### src/design/ssr_div.sv
`default_nettype none
module ssr_div #(
    parameter int NUM_W = 53,
    parameter int DEN_W = 22
) (
    input  logic             i_clk,
    input  logic             i_rst_n,
    input  logic             i_start,
    input  logic [NUM_W-1:0] i_num,
    input  logic [DEN_W-1:0] i_den,
    output logic             o_done,
    output logic [NUM_W-1:0] o_quot
);

    localparam int CNT_W = $clog2(NUM_W);

    typedef enum logic {
        D_IDLE,
        D_RUN
    } t_state;

    t_state           r_state;
    logic [CNT_W-1:0] r_cnt;
    logic [DEN_W-1:0] r_rem;
    logic [DEN_W-1:0] r_den;
    logic [NUM_W-1:0] r_quo;
    logic             r_done;

    logic [DEN_W:0]   t_val;
    logic             t_ge;
    logic [DEN_W:0]   t_sub;

    always_comb begin
        t_val = {r_rem, r_quo[NUM_W-1]};
        t_ge  = (t_val >= {1'b0, r_den});
        t_sub = t_val - {1'b0, r_den};
    end

    always_ff @(posedge i_clk) begin
        if (!i_rst_n) begin
            r_state <= D_IDLE;
            r_done  <= 1'b0;
            r_cnt   <= '0;
        end else begin
            r_done <= 1'b0;
            unique case (r_state)
                D_IDLE: begin
                    if (i_start) begin
                        r_rem   <= '0;
                        r_quo   <= i_num;
                        r_den   <= i_den;
                        r_cnt   <= '0;
                        r_state <= D_RUN;
                    end
                end
                D_RUN: begin
                    // shift in one dividend bit, subtract when it fits
                    r_rem <= t_ge ? t_sub[DEN_W-1:0] : t_val[DEN_W-1:0];
                    r_quo <= {r_quo[NUM_W-2:0], t_ge};
                    r_cnt <= r_cnt + CNT_W'(1);
                    if (r_cnt == CNT_W'(NUM_W - 1)) begin
                        r_done  <= 1'b1;
                        r_state <= D_IDLE;
                    end
                end
                default: r_state <= D_IDLE;
            endcase
        end
    end

    assign o_done = r_done;
    assign o_quot = r_quo;

endmodule
`default_nettype wire

### config.mk
export PLATFORM = sky130hd
export DESIGN_NAME = ssr_div
export DESIGN_NICKNAME = d
export VERILOG_FILES = /design/src/design/ssr_div.sv
export SDC_FILE = /design/constraint.sdc
export NUM_CORES = 1
export LEC_CHECK = 0
export BUFFER_PORTS_ARGS = -buffer_cell sky130_fd_sc_hd__buf_4
export CAP_MARGIN = 20
export CORE_ASPECT_RATIO = 2
export CORE_MARGIN = 2
export CORE_UTILIZATION = 40
export CTS_BUF_LIST = sky130_fd_sc_hd__clkbuf_4 sky130_fd_sc_hd__clkbuf_8
export DETAILED_ROUTE_END_ITERATION = 10
export GPL_TIMING_DRIVEN = 0
export PLACE_DENSITY_LB_ADDON = 0.05
export SLEW_MARGIN = 5
export SYNTH_ARGS = -nofsm -noshare
export SYNTH_HDL_FRONTEND = slang
export SYNTH_SLANG_ARGS = --single-unit
### constraint.sdc
create_clock -name i_clk -period 15.9 [get_ports i_clk]
set_clock_uncertainty 0.15 [all_clocks]
set_input_delay 3.18 -clock i_clk [delete_from_list [all_inputs] [get_ports i_clk]]
set_output_delay 3.18 -clock i_clk [all_outputs]
set_load 0.02 [all_outputs]
==> metrics.txt <==
max-cap violations 0; Critical path origin i_start; syn_nets about 550; Slew Limit Fails 0; Syn Inst Count roughly 450; Worst-path clk slew around 0.10 ns; Critical R2R Launch o_quot[52]; clk sink count 105; Hold/Removal Path Class reg -> reg; drt total wl around 13 mm; sequential area share after synthesis between 50 and 60%; final hold vios 0; CTS Buffer Depth 2; Non-Filler Instances 756; Slew HR 52.8%; drt wl/cell 17.7 microns; Area growth, synth to finish 25.6%; placed insts 740; Final Net Count 699; Power Total between 0.6 and 0.7 mW; grt ovf 0; core area 13500 sq um; Worst Path Max Fanout 30; post-DP HPWL 10.3 mm; worst slack, placed ~11 ns; Synth area leaders edfxtp_1 (53%), mux2_2 (11%), ha_1 (5.4%), dfxtp_1 (2.9%), a21oi_1 (2.5%); R2R cell count 12; gpl congestion 0.830; crit-path max cell delay 0.61 ns; RSZ-0062 raised after global routing no; Global Route Usage Sum 18.7%; final worst-path cycle share 27.5%; initial core utilization 40.9%; Worst Setup EP o_quot[19]; Yosys top cell by area edfxtp_1; final worst slack 11.53 ns; vias in the first global route 4405; worst path cell trace buf_4, nor2_1, nor2b_4, buf_12; max frequency between 0.2 and 0.25 GHz; drt via density 5.33; Leak ~2.8 nW; first-pass GRT wire length 21.3 mm; Crit Path Class in -> reg; PD cells roughly 90 nW/um^2; peak supply drop 0.0649 mV; Die H 170 microns; FF+latch count, synth about 110; layout cell share with drive strength beyond 1 36.1%; setup TNS 0 ns; ys async rst share 0%; reg2reg end r_rem[20]; Routed Antenna Nets 0; die width a little under 90 microns; Primary FF master, synth edfxtp_1; DIE AREA 14800 sq um; Worst Path Required 15.82 ns; final core occ 51.4%; initial antenna violation count 0; Top Ports 132; postcts setup bufs 0; CTS tree yes; number of buffers created by CTS 9; Yosys top cell area share 52.7%; Worst-Margin Slew 0.707 ns; drt first-iter violations 159; crit path DAT roughly 4.3 ns; Setup crit start kind primary input; H-tree depth 3; min Tclk post-route 4.37 ns; Distinct cells, synth 46; Reg2Reg Setup Slack about 13 ns; outcome finished clean; DR vias approximately 4.0k; CTS resizes 0; post-synth design cell area ~5500 sq um; CP max stage cell nor2b_4; CTS Hold Bufs 0; EDFF count, synth 97; PortBufs roughly 130; DRC viols 0; row cnt 60; largest net degree at the start of global routing 31; synthesized area per cell between 10 and 15 sq um; # setup viols final 0; Ant. Diodes 0; DR pass1 iterations 4; Critical Path End Type flop; clock root cell clkbuf_8; yosys warns 0; Worst-Skew Late Latency 0.37 ns
-- area by class of cell --
type                       count  area (sq um)
buffer                        16          92.6
clock buffer                   9           124
clock inverter                 7          53.8
fill                        1233          6570
inverter                      33           124
multi-input combinational    297          2250
sequential                   105          3070
tap                          155           194
timing repair buffer         134          1040
-- Yosys cell counts, types with 5 or more instances --
master and number:
nor2b_1 8, mux2i_1 7, o21a_1 5, and3_1 6
a21oi_1 28, nand2_1 26, nor3_1 5, mux2_2 52
dfxtp_1 8, nor2_1 34, ha_1 24, a21o_1 9
nand3_1 7, xnor2_1 10, a211oi_1 6, edfxtp_1 97
inv_1 33, xor2_1 8, o21ai_0 24, clkbuf_1 10
-- where the power goes --
part | switching [mW] | total, mW | internal, mW
registers | 0.00868 | 0.333 | 0.324
logic | 0.0814 | 0.151 | 0.0700
clock network | 0.0992 | 0.158 | 0.0586
-- through the flow --
step	hold WS, ns	area (sq um)
4_1_cts	0.408	6950
6_report	0.407	6950
3_3_place_gp	0.360	6710
2_1_floorplan	0.341	5530
3_5_place_dp	0.370	6770
5_1_grt	0.432	6950
-- kinds of logic after synthesis --
group | share of synthesized area (%)
buffers and inverters | 3.91
XOR/XNOR | 2.85
adder cells (fa/ha/maj) | 5.79
AO/OA/AOI/OAI | 11.3
flip-flops | 55.6
AND/OR/NAND/NOR | 8.73
multiplexers | 11.9
-- registers in the layout, summed over array words and instances (netlist names) --
name	flops
r_rem	22
r_den	22
r_cnt	6
o_done	1
o_quot	53
r_state	1
-- critical path, delay by kind of cell --
kind / cells / cell delay (ns)
simple gates: 2 / 0.72
buf+inv: 2 / 0.37
-- placed cells by master (no fill, tap or decap), types with 3 or more instances in the layout --
master | Yosys | routed
nor3_1 | 5 | 5
buf_6 | 4 | 4
nor2_1 | 34 | 34
nand3_1 | 7 | 7
a31oi_1 | 3 | 3
and3_1 | 6 | 6
buf_4 | 0 | 131
a21oi_1 | 28 | 28
a211oi_1 | 6 | 6
mux2i_1 | 7 | 7
o21a_1 | 5 | 5
ha_1 | 24 | 24
nand2_1 | 26 | 26
edfxtp_1 | 97 | 97
and2_1 | 4 | 4
xor2_1 | 8 | 8
a21o_1 | 9 | 9
nor2b_1 | 8 | 7
clkbuf_8 | 0 | 9
xnor2_1 | 10 | 10
o21ai_0 | 24 | 24
clkbuf_1 | 10 | 10
mux2_2 | 52 | 52
nand4_1 | 3 | 3
inv_1 | 33 | 33
dfxtp_1 | 8 | 8
-- worst min-delay path by stage --
stage	start	to	cells after the start
6_report	r_cnt[5]	r_state	3
5_1_grt	r_cnt[5]	r_state	3
4_1_cts	r_cnt[5]	r_state	3
3_5_place_dp	r_cnt[5]	r_state	3
3_3_place_gp	r_cnt[5]	r_state	3
2_1_floorplan	r_cnt[5]	r_state	3
-- metal layers --
layer / track usage [%] / wire length (microns)
met5: 0 / 0
met4: 7.42 / 330
met3: 4.03 / 520
met2: 35.7 / 7730
met1: 19.0 / 4790
(Power assumes the default switching activity.)
